## config.mk

```make
export PLATFORM = sky130hd
export DESIGN_NAME = geo_point_base64_encoder_top
export DESIGN_NICKNAME = d
export VERILOG_FILES = /design/src/rtl/core/gpb_pkg.sv /design/src/rtl/core/geo_point_base64_encoder_top.sv /design/src/rtl/core/gpb_prep.sv /design/src/rtl/core/gpb_div.sv /design/src/rtl/core/gpb_emit.sv
export SDC_FILE = /design/constraint.sdc
export NUM_CORES = 2
export LEC_CHECK = 0
export BUFFER_PORTS_ARGS = -buffer_cell sky130_fd_sc_hd__buf_2
export CAP_MARGIN = 20
export CORE_MARGIN = 8
export CORE_UTILIZATION = 65
export CTS_BUF_LIST = sky130_fd_sc_hd__clkbuf_8
export CTS_CLUSTER_DIAMETER = 100
export DETAILED_ROUTE_END_ITERATION = 8
export GPL_TIMING_DRIVEN = 0
export PLACE_DENSITY = 0.82
export SKIP_CTS_REPAIR_TIMING = 1
export SLEW_MARGIN = 10
export SYNTH_ARGS = -nofsm -noshare
export SYNTH_HDL_FRONTEND = slang
export SYNTH_SLANG_ARGS = --single-unit
```

## constraint.sdc

```tcl
create_clock -name clk -period 19.8 [get_ports clk]
set_input_delay 3.96 -clock clk [delete_from_list [all_inputs] [get_ports clk]]
set_output_delay 3.96 -clock clk [all_outputs]
set_load 0.1 [all_outputs]
```

## src/rtl/core/gpb_pkg.sv

```systemverilog
// Shared types, constants and the base64url character map for the geo point encoder.
// No dependencies; every other file in rtl/core imports this package.
package gpb_pkg;

  localparam int MAX_DIGITS_DEF = 10;
  localparam int COORD_BITS_DEF = 30;

  localparam int CNT_W  = 4;
  localparam int CHAR_W = 7;

  localparam logic [CNT_W-1:0] DCNT_RESET = 4'd9;

  // 1e-7 degree units
  localparam logic [63:0] LAT_HALF = 64'd900000000;
  localparam logic [63:0] LON_HALF = 64'd1800000000;

  // 1.8e9 = K << 9 and 3.6e9 = K << 10; both divisions end as a division by K
  localparam int          LAT_SHIFT  = 9;
  localparam int          LON_SHIFT  = 10;
  localparam int          DIV_K_W    = 22;
  localparam logic [21:0] DIV_K      = 22'd3515625;
  // dividend bits dropped before the reciprocal multiply
  localparam int          DIV_LOW    = 21;
  // floor(2^(DIV_LOW+32) / K)
  localparam logic [31:0] DIV_M      = 32'd2562047788;
  localparam int          DIV_STAGES = 3;

  typedef struct packed {
    logic signed [31:0] latitude;
    logic signed [31:0] longitude;
  } geo_in_t;

  typedef struct packed {
    logic [CHAR_W-1:0] code_char;
    logic [CNT_W-1:0]  digit_index;
    logic              last_digit;
  } geo_out_t;

  // A-Z a-z 0-9 '-' '_'
  function automatic logic [CHAR_W-1:0] b64_char(input logic [5:0] d);
    logic [7:0] c;
    if (d < 6'd26) begin
      c = 8'd65 + {2'b00, d};
    end else if (d < 6'd52) begin
      c = 8'd71 + {2'b00, d};
    end else if (d < 6'd62) begin
      c = {2'b00, d} - 8'd4;
    end else if (d == 6'd62) begin
      c = 8'd45;
    end else begin
      c = 8'd95;
    end
    return c[CHAR_W-1:0];
  endfunction

endpackage

```

## src/rtl/core/geo_point_base64_encoder_top.sv

```systemverilog
// Geo point to base64url encoder, top level: input register, dividend stage,
// two pipelined constant dividers and the digit serializer. Uses gpb_pkg.
//
//  channel | ports                          | moves
//  --------+--------------------------------+-------------------------------
//  input   | in_valid, in_ready, in_data    | one point (lat, lon) per item
//  result  | out_valid, out_ready, out_data | one character per item
//  config  | cfg_we, cfg_wdata              | digit count, no read-back
//
//  Before its first character leaves, a point passes the input register,
//  dividend register, 3 divider stages (estimate, remainder, correction),
//  then the serializer.
//  The result port sends one character per cycle while out_ready is high;
//  a point gives n = min(digit count, MAX_DIGITS) characters, and none for n = 0.
//  The pipeline stalls as a whole while the serializer holds characters;
//  the input register still takes a point when it is empty.
//  Reset clears all valid bits and sets the digit count to 9.
module geo_point_base64_encoder_top #(
  parameter int MAX_DIGITS = gpb_pkg::MAX_DIGITS_DEF,
  parameter int COORD_BITS = gpb_pkg::COORD_BITS_DEF
) (
  input  logic                      clk,
  input  logic                      rst_n,
  input  logic                      in_valid,
  output logic                      in_ready,
  input  gpb_pkg::geo_in_t          in_data,
  output logic                      out_valid,
  input  logic                      out_ready,
  output gpb_pkg::geo_out_t         out_data,
  input  logic                      cfg_we,
  input  logic [gpb_pkg::CNT_W-1:0] cfg_wdata
);
  import gpb_pkg::*;

  localparam int QW    = COORD_BITS + 1;
  localparam int NUM_W = QW + DIV_LOW;

  logic             adv;
  logic [CNT_W-1:0] dcnt_r;

  logic             in_v_r;
  geo_in_t          in_pt_r;

  logic             num_v_r;
  logic [NUM_W-1:0] lat_num, lon_num;
  logic [NUM_W-1:0] lat_num_r, lon_num_r;

  logic [DIV_STAGES-1:0] dv_r;
  logic [QW-1:0]         lat_q, lon_q;

  assign in_ready = adv || !in_v_r;

  always_ff @(posedge clk) begin
    if (!rst_n) begin
      dcnt_r  <= DCNT_RESET;
      in_v_r  <= 1'b0;
      num_v_r <= 1'b0;
      dv_r    <= '0;
    end else begin
      if (cfg_we) begin
        dcnt_r <= cfg_wdata;
      end
      if (in_ready) begin
        in_v_r <= in_valid;
      end
      if (adv) begin
        num_v_r <= in_v_r;
        dv_r    <= {dv_r[DIV_STAGES-2:0], num_v_r};
      end
    end
  end

  always_ff @(posedge clk) begin
    if (in_ready) begin
      in_pt_r <= in_data;
    end
    if (adv) begin
      lat_num_r <= lat_num;
      lon_num_r <= lon_num;
    end
  end

  gpb_prep #(
    .COORD_BITS(COORD_BITS),
    .NUM_W     (NUM_W)
  ) u_prep (
    .pt     (in_pt_r),
    .lat_num(lat_num),
    .lon_num(lon_num)
  );

  gpb_div #(
    .QW(QW)
  ) u_lat_div (
    .clk(clk),
    .en (adv),
    .num(lat_num_r),
    .quo(lat_q)
  );

  gpb_div #(
    .QW(QW)
  ) u_lon_div (
    .clk(clk),
    .en (adv),
    .num(lon_num_r),
    .quo(lon_q)
  );

  // lat quotient stays below 2^CB; lon may hit 2^CB, which wraps to 0
  gpb_emit #(
    .MAX_DIGITS(MAX_DIGITS),
    .COORD_BITS(COORD_BITS)
  ) u_emit (
    .clk        (clk),
    .rst_n      (rst_n),
    .item_v     (dv_r[DIV_STAGES-1]),
    .lat_code   (lat_q[COORD_BITS-1:0]),
    .lon_code   (lon_q[COORD_BITS-1:0]),
    .digit_count(dcnt_r),
    .take       (adv),
    .out_valid  (out_valid),
    .out_ready  (out_ready),
    .out_data   (out_data)
  );

  a_hold_tail: assert property (@(posedge clk) disable iff (!rst_n)
    (!adv && dv_r[DIV_STAGES-1]) |=> dv_r[DIV_STAGES-1])
    else $error("item dropped at divider output during stall");

  a_hold_head: assert property (@(posedge clk) disable iff (!rst_n)
    (!adv && in_v_r) |=> in_v_r && $stable(in_pt_r))
    else $error("input register lost an item during stall");

  a_busy_stall: assert property (@(posedge clk) disable iff (!rst_n)
    (out_valid && !out_ready) |-> !adv)
    else $error("pipeline advanced while a character waits");

endmodule

```

## src/rtl/core/gpb_prep.sv

```systemverilog
// Coordinate conditioning: latitude clamp, longitude wrap, and the scaled
// dividends for the constant dividers. Combinational; uses gpb_pkg.
module gpb_prep #(
  parameter int COORD_BITS = gpb_pkg::COORD_BITS_DEF,
  parameter int NUM_W      = COORD_BITS + 1 + gpb_pkg::DIV_LOW
) (
  input  gpb_pkg::geo_in_t   pt,
  output logic [NUM_W-1:0]   lat_num,
  output logic [NUM_W-1:0]   lon_num
);
  import gpb_pkg::*;

  localparam int LW = NUM_W + LAT_SHIFT;
  localparam int OW = NUM_W + LON_SHIFT;

  localparam logic signed [31:0] LAT_MAX = 32'sd900000000;
  localparam logic signed [31:0] LAT_MIN = -32'sd900000000;
  localparam logic signed [33:0] LON_OFF = 34'sd1800000000;
  localparam logic signed [33:0] LON_SPAN = 34'sd3600000000;

  logic signed [31:0] lat_c;
  logic [31:0]        lat_off;
  logic [LW-1:0]      off_w;
  logic [LW-1:0]      lat_t;
  logic signed [33:0] lon_t;
  logic signed [33:0] lon_wrap;
  logic [31:0]        lon_r;
  logic [OW-1:0]      lon_sc;

  always_comb begin
    if (pt.latitude < LAT_MIN) begin
      lat_c = LAT_MIN;
    end else if (pt.latitude > LAT_MAX) begin
      lat_c = LAT_MAX;
    end else begin
      lat_c = pt.latitude;
    end
    lat_off = 32'(lat_c + LAT_MAX);          // 0 .. 1.8e9
    off_w   = LW'(lat_off);
    // off * (2^CB - 1) + half divisor, floored by 2^LAT_SHIFT
    lat_t   = (off_w << COORD_BITS) - off_w + LW'(LAT_HALF);
    lat_num = lat_t[LW-1 -: NUM_W];

    lon_t = {{2{pt.longitude[31]}}, pt.longitude} + LON_OFF;
    if (lon_t[33]) begin
      lon_wrap = lon_t + LON_SPAN;
    end else if (lon_t >= LON_SPAN) begin
      lon_wrap = lon_t - LON_SPAN;
    end else begin
      lon_wrap = lon_t;
    end
    lon_r   = lon_wrap[31:0];                // 0 .. 3.6e9-1
    lon_sc  = (OW'(lon_r) << COORD_BITS) + OW'(LON_HALF);
    lon_num = lon_sc[OW-1 -: NUM_W];
  end

endmodule

```

## src/rtl/core/gpb_div.sv

```systemverilog
// Divider by the constant K of gpb_pkg: reciprocal estimate, remainder, and a
// correction of up to two, one register stage each. Uses gpb_pkg.
module gpb_div #(
  parameter int QW = gpb_pkg::COORD_BITS_DEF + 1
) (
  input  logic                           clk,
  input  logic                           en,
  input  logic [QW+gpb_pkg::DIV_LOW-1:0] num,
  output logic [QW-1:0]                  quo
);
  import gpb_pkg::*;

  localparam int NUM_W = QW + DIV_LOW;
  localparam int PW    = QW + 32;
  localparam int RMW   = DIV_K_W + 2;     // remainder stays below 3 * K
  localparam logic [RMW-1:0] K1 = RMW'(DIV_K);
  localparam logic [RMW-1:0] K2 = RMW'({DIV_K, 1'b0});

  logic [PW-1:0]  est_prod;
  logic [RMW-1:0] ek;
  logic [RMW-1:0] rem;
  logic [1:0]     fix;

  logic [QW-1:0]  est_b_r, est_c_r;
  logic [RMW-1:0] lo_b_r, lo_c_r, ek_c_r;
  logic [QW-1:0]  quo_r;

  // top dividend bits times the reciprocal; estimate is short by at most two
  assign est_prod = PW'(num[NUM_W-1 -: QW]) * PW'(DIV_M);
  // low bits of est * K are enough, the true remainder is below 3 * K
  assign ek       = RMW'(est_b_r) * K1;
  assign rem      = lo_c_r - ek_c_r;

  always_comb begin
    if (rem >= K2) begin
      fix = 2'd2;
    end else if (rem >= K1) begin
      fix = 2'd1;
    end else begin
      fix = 2'd0;
    end
  end

  always_ff @(posedge clk) begin
    if (en) begin
      est_b_r <= est_prod[PW-1 -: QW];
      lo_b_r  <= num[RMW-1:0];
      est_c_r <= est_b_r;
      lo_c_r  <= lo_b_r;
      ek_c_r  <= ek;
      quo_r   <= est_c_r + QW'(fix);
    end
  end

  assign quo = quo_r;

endmodule

```

## src/rtl/core/gpb_emit.sv

```systemverilog
// Digit serializer: interleaves three lat and three lon bits per digit and
// sends one base64url character per cycle while out_ready is high. Uses gpb_pkg.
module gpb_emit #(
  parameter int MAX_DIGITS = gpb_pkg::MAX_DIGITS_DEF,
  parameter int COORD_BITS = gpb_pkg::COORD_BITS_DEF
) (
  input  logic                        clk,
  input  logic                        rst_n,
  input  logic                        item_v,
  input  logic [COORD_BITS-1:0]       lat_code,
  input  logic [COORD_BITS-1:0]       lon_code,
  input  logic [gpb_pkg::CNT_W-1:0]   digit_count,
  output logic                        take,
  output logic                        out_valid,
  input  logic                        out_ready,
  output gpb_pkg::geo_out_t           out_data
);
  import gpb_pkg::*;

  localparam int AW = 3 * MAX_DIGITS;
  localparam logic [CNT_W-1:0] MAXD = CNT_W'(MAX_DIGITS);

  logic                  busy_r,  busy_nxt;
  logic [CNT_W-1:0]      idx_r,   idx_nxt;
  logic [CNT_W-1:0]      last_r,  last_nxt;
  logic [AW-1:0]         la_sh_r, la_sh_nxt;
  logic [AW-1:0]         lo_sh_r, lo_sh_nxt;

  logic [AW+COORD_BITS-1:0] la_ext, lo_ext;
  logic [CNT_W-1:0]         n_dig;
  logic                     is_last;
  logic [2:0]               a, b;

  // coordinate left-aligned in the digit stream, zeros below bit 0
  assign la_ext  = {lat_code, {AW{1'b0}}};
  assign lo_ext  = {lon_code, {AW{1'b0}}};
  assign n_dig   = (digit_count > MAXD) ? MAXD : digit_count;
  assign is_last = (idx_r == last_r);
  assign take    = !busy_r || (out_ready && is_last);

  always_comb begin
    busy_nxt  = busy_r;
    idx_nxt   = idx_r;
    last_nxt  = last_r;
    la_sh_nxt = la_sh_r;
    lo_sh_nxt = lo_sh_r;
    if (take) begin
      busy_nxt  = item_v && (n_dig != '0);
      idx_nxt   = '0;
      last_nxt  = n_dig - 1'b1;
      la_sh_nxt = la_ext[AW+COORD_BITS-1 -: AW];
      lo_sh_nxt = lo_ext[AW+COORD_BITS-1 -: AW];
    end else if (out_ready) begin
      idx_nxt   = idx_r + 1'b1;
      la_sh_nxt = la_sh_r << 3;
      lo_sh_nxt = lo_sh_r << 3;
    end
  end

  always_ff @(posedge clk) begin
    if (!rst_n) begin
      busy_r <= 1'b0;
      idx_r  <= '0;
      last_r <= '0;
    end else begin
      busy_r <= busy_nxt;
      idx_r  <= idx_nxt;
      last_r <= last_nxt;
    end
  end

  always_ff @(posedge clk) begin
    la_sh_r <= la_sh_nxt;
    lo_sh_r <= lo_sh_nxt;
  end

  assign a = la_sh_r[AW-1 -: 3];
  assign b = lo_sh_r[AW-1 -: 3];

  assign out_valid            = busy_r;
  assign out_data.code_char   = b64_char({a[2], b[2], a[1], b[1], a[0], b[0]});
  assign out_data.digit_index = idx_r;
  assign out_data.last_digit  = is_last;

  a_idx_range: assert property (@(posedge clk) disable iff (!rst_n)
    busy_r |-> (idx_r < MAXD) && (last_r < MAXD))
    else $error("digit index out of range");

  a_idx_step: assert property (@(posedge clk) disable iff (!rst_n)
    (busy_r && out_ready && !is_last) |=> busy_r && (idx_r == $past(idx_r) + 1'b1))
    else $error("digit sequence skipped or stalled");

  a_new_item: assert property (@(posedge clk) disable iff (!rst_n)
    (take && item_v && (n_dig != '0)) |=> busy_r && (idx_r == '0))
    else $error("loaded item does not start at digit zero");

  a_zero_count: assert property (@(posedge clk) disable iff (!rst_n)
    (take && (n_dig == '0)) |=> !busy_r)
    else $error("item with zero digits produced output");

endmodule

```

==> Yosys cells after proc, flatten, opt, wreduce, memory -nomap -nowiden <==
Index checks and enable logic that the tools add are counted.
{ "totals": {"inputBits": 73, "word_cells": 85, "register_bits": 570, "output_inout_bits": 14} }
{ "op_classes": {"eq_ne": 2, "n_mul": 4, "n_mux": 17, "addsub": 16, "bitwise_logic": 1, "n_reduce_logical": 9, "magnitude_cmp": 11} }
{ "op_table": {"columns": ["op", "count"], "rows": [
  ["$mux W32", 4],
  ["$mul A31 B30 Y60 const B", 2],
  ["$mux W30", 4],
  ["$add A32 B31 Y32 const B", 2],
  ["$add A62 B31 Y62 const B", 1],
  ["$add A61 B30 Y61 const B", 1],
  ["$sub A61 B32 Y61", 1],
  ["$add A30 B2 Y30", 2],
  ["$ge A24 B22 Y1 const B", 2],
  ["$ge A24 B23 Y1 const B", 2],
  ["$mul A24 B22 Y24 const B", 2],
  ["$sub A24 B24 Y24", 2],
  ["$add A32 B32 Y33 const B", 1],
  ["$ge A33 B33 Y1 const B", 1],
  ["$gt A32 B31 Y1 const B", 1],
  ["$lt A32 B31 Y1 const B", 1],
  ["$sub A32 B31 Y32 const B", 1],
  ["$mux W7", 4],
  ["$add A7 B6 Y7 const A", 2],
  ["$lt A6 B6 Y1 const B", 2],
  ["$sub A6 B3 Y7 const B", 1],
  ["$eq A6 B6 Y1 const B", 1],
  ["$lt A6 B5 Y1 const B", 1],
  ["$add A4 B1 Y4 const B", 1],
  ["13 further kinds", 18]
]} }

==> Depth between registers and ports, before layout <==
{ "logic_depth": {"depth_word": 6, "mapped_depth": 30, "mapped_depth_nobuf": 29} }

==> Cells and area by module <==
A second synthesis with hierarchy kept.
{ "hier_totals": {"cells_unflattened": 6460, "hier_area_um2": 70578.9} }
{ "by_module_without_submodules": {"columns": ["module", "area_each_um2", "cells_each", "seq_area_each_um2", "n_inst"], "rows": [
  ["gpb_div at u_lon_div", 27809.2, 2540, 4864.7, 1],
  ["gpb_div at u_lat_div", 27726.6, 2551, 4864.7, 1],
  ["gpb_prep", 5973.2, 932, 0.0, 1],
  ["geo_point_base64_encoder_top", 5397.7, 198, 5225.0, 1],
  ["gpb_emit", 3672.3, 239, 1981.9, 1]
]} }

==> Worst setup path before layout <==
Ideal clock, no wire load.
{ "synth_timing": {"kind": "input-to-reg", "startpoint": "input port out_ready", "endpoint": "register u_emit.busy_r (netlist: u_emit.out_valid)", "setup_slack_ns": 4.097, "t_arrival_ns": 15.053, "setup_ns": 0.650, "stages": 7, "path_buffers": 3, "required_ns": 19.150, "cell_sequence": "clkbuf_1 nand2_1 and2_1 clkbuf_1 inv_1 clkbuf_1 a21boi_0"} }
{ "synth_between": {"elab_chain_len": 2} }
{ "synth_rtl": {"columns": ["element", "line", "rtl"], "rows": [
  ["start: declaration", "geo_point_base64_encoder_top.sv:28", "input logic out_ready,"],
  ["$logic_and A1 B1 Y1", "gpb_emit.sv:39", "assign take = !busy_r || (out_ready && is_last);"],
  ["$logic_or A1 B1 Y1", "gpb_emit.sv:39", null],
  ["end signal: assignment", "gpb_emit.sv:66", "busy_r <= busy_nxt;"],
  ["end: declaration", "gpb_emit.sv:23", "logic busy_r, busy_nxt;"]
]} }
No other way between the ends.
A chain may end at the register's enable or synchronous reset.

==> Final worst setup path <==
{ "layout_timing": {"startpoint": "input port out_ready", "endpoint": "output port in_ready"} }
{ "layout_between": {"elab_chain_len": 3} }
{ "layout_rtl": {"columns": ["element", "line", "rtl"], "rows": [
  ["$logic_and A1 B1 Y1", "gpb_emit.sv:39", null],
  ["$logic_or A1 B1 Y1", "gpb_emit.sv:39", null],
  ["$logic_or A1 B1 Y1", "geo_point_base64_encoder_top.sv:51", "assign in_ready = adv || !in_v_r;"],
  ["end: declaration", "geo_point_base64_encoder_top.sv:25", "output logic in_ready,"]
]} }
No other way between the ends.

==> key figures <==
Outcome
  – Status: finished, final reports clean

Logic synthesis
  – Syn avg cell area: 11.1 sq um
  – Mapped Nets: 7963
  – Yosys top cell area share: 30.4%
  – Mapped Area: 65300 sq um
  – Count leader, synth: inv_1
  – Synth area leader: fa_1
  – Netlist cell types: 98
  – Synth cell count leaders: inv_1, ha_1, fa_1, edfxtp_1, xnor2_1
  – FF+latch count, synth: 504
  – Main synth FF type: edfxtp_1
  – Seq/Total Area, Yosys: 22.9%
  – Top post-synthesis cells by area: fa_1, edfxtp_1, ha_1
  – Yosys Warn Count: 0
  – Cells after Synth: 5901
  – EDFF count, synth: 486
  – Asr flop ratio synth: 0%

Final layout
  – # nets final: 8143
  – Fraction of layout cells with a size suffix above 1: 5.26%
  – Area delta synth->final: 6.16%

Timing
  – Final Hold Vio Count: 0
  – Fin crit share: between 40% and 50%
  – Relative slew slack: 24.9%
  – WHS: 0.402 ns
  – Slew Viols, Final: 0
  – Post-route worst setup slack: 9.92 ns
  – Fmax: 0.101 GHz
  – # setup viols final: 0
  – Clock Skew: 0.0656 ns
  – Total Neg Setup Slack: 0 ns
  – RSZ-0062 raised after global routing: false
  – Minimum clock period: 9.88 ns
  – Worst-Margin Slew: 1.12 ns

CTS
  – CTS buffer count: 86
  – Worst-Skew Late Latency: 0.76 ns
  – Clock tree buffer depth: 3
  – TritonCTS clock tree: yes
  – Htree depth: 3
  – Root Driver: clkbuf_8
  – Worst-path clk slew: roughly 0.06 ns
  – Clk sink count: 504

Floorplanning
  – Die area: 111000 sq um
  – I/O Pins: between 80 and 90
  – Chip width: 333 um
  – Total core area: 99900 sq um
  – Die height: around 330 um
  – Std-Cell Rows: 116
  – Starting density of the core: 65.4%

Critical path
  – Worst-path maximum fanout: 10
  – Worst Path Required: between 15 and 20 ns
  – Crit path kind: in2out
  – Cell mode on critical path: clkbuf_1
  – Critical path, cell by cell: clkbuf_1 > nand2_1 > and2_1 > clkbuf_1 > clkbuf_1 > clkbuf_1 > nand2_4 > buf_2
  – Startpoint types: input pin
  – Crit-path max cell delay: ~0.46 ns
  – Crit-path slowest cell: clkbuf_1
  – Crit path capture type: output pin
  – Arrival @ worst endpoint: 5.92 ns

Route
  – Drt pass-1 iters: 6
  – Via density: 5.71
  – Final WL: 151 mm
  – Drc violations: 0
  – DR WL/cell: between 20 and 25 um
  – DR vias: 42500
  – Post-route ant nets: 0
  – First DRT Iteration DRCs: 2862

Placement
  – Dpl hpwl: 127 mm
  – DP Worst Slack: slightly below 10 ns
  – Placer Congestion: 0.949
  – PortBufs: 84

Global routing
  – Via count of the first global-routing pass: 46400
  – GRT Resource Usage Total: 27.6%
  – Antenna violations before repair: 1
  – Pin count of the biggest net entering global routing: 68
  – First-pass GRT wire length: 244 mm
  – Congestion Overflow GR: 0

Hold path
  – Hold WC Path Type: reg2reg

Flow run
  – Max-Cap Viols: 0
-- cells in the final DEF (no fill, tap or decap), types with 33 or more instances in the layout --
master / netlist / layout
nand3_1: 81 / 81
o21ai_0: 99 / 99
buf_2: 13 / 97
edfxtp_1: 486 / 486
nand2_1: 166 / 165
ha_1: 998 / 998
xnor2_1: 229 / 229
nor2_1: 162 / 162
fa_1: 991 / 991
a21o_1: 56 / 56
mux2_2: 55 / 55
nor3_1: 63 / 63
clkbuf_8: 0 / 86
a21oi_1: 173 / 173
and3_1: 33 / 33
xor2_1: 109 / 109
nor2b_1: 48 / 48
clkbuf_1: 41 / 40
inv_1: 1540 / 1570
-- metal layers --
layer	global-route usage [%]	up-vias	routed length [um]
met5	0	-	0
met4	9.13	0	5160
met3	5.31	349	10700
met2	46.2	1474	71700
met1	36.4	21100	63100
li1	-	19600	-
-- state kept, by name, summed over array words and instances (netlist names), 27 cells and up --
name / flops
in_pt_r: 64
u_lon_div.quo: 30
u_lon_div.est_c_r: 27
u_lat_div.est_b_r: 30
lat_num_r: 52
u_lon_div.est_b_r: 30
u_emit.la_sh_r: 30
u_emit.lo_sh_r: 30
lon_num_r: 32
u_lat_div.est_c_r: 27
u_lat_div.quo: 30
-- kinds of logic (layout without fill, tap and decap cells) --
group / after synthesis / count (layout) / share of synthesized area [%]
adder cells (fa/ha/maj): 1989 / 1989 / 49.5
buffers and inverters: 1600 / 1853 / 9.24
AND/OR/NAND/NOR: 756 / 756 / 5.99
AO/OA/AOI/OAI: 642 / 642 / 6.67
flip-flops: 504 / 504 / 22.9
XOR/XNOR: 339 / 339 / 4.56
multiplexers: 70 / 70 / 1.18
other: 1 / 3 / 0.00574
-- final timing paths --
check | startpoint | end | slack (ns) | depth (start not counted)
setup / recovery | out_ready | in_ready | 9.92 | 8
hold / removal | lat_num_r[1]$_DFFE_PN_ | u_lat_div.lo_b_r[1]$_DFFE_PN_ | 0.40 | 0
setup reg to reg | lon_num_r[38]$_DFFE_PN_ | u_lon_div.est_b_r[29]$_DFFE_PN_ | 10.28 | 25
hold reg to reg | lat_num_r[1]$_DFFE_PN_ | u_lat_div.lo_b_r[1]$_DFFE_PN_ | 0.40 | 0
-- layout make-up --
| cell class | instances | area [sq um] |
|---|---|---|
| antenna | 2 | 5.00 |
| buffer | 60 | 260 |
| clock buffer | 86 | 1180 |
| clock inverter | 75 | 571 |
| fill | 7226 | 30500 |
| inverter | 1540 | 5780 |
| multi-input combinational | 3797 | 44400 |
| sequential | 504 | 15000 |
| tap | 1298 | 1620 |
| timing repair buffer | 92 | 621 |
-- per-stage QoR --
step                util, %  instances  cell area, sq um
global placement       67.5       7283             67400
detailed placement     67.7       7290             67600
finish                 69.5       7454             69400
global route           69.5       7453             69400
CTS                    69.4       7451             69300
floorplan                 -       5901             65300
-- critical path, delay by kind of cell --
kind	cells	cell delay [ns]
buffers and inverters	5	1.54
AND/OR/NAND/NOR	3	0.41
Power is not shown: default switching activity piles up to over one toggle a cycle in this logic, so the estimate is an artifact.
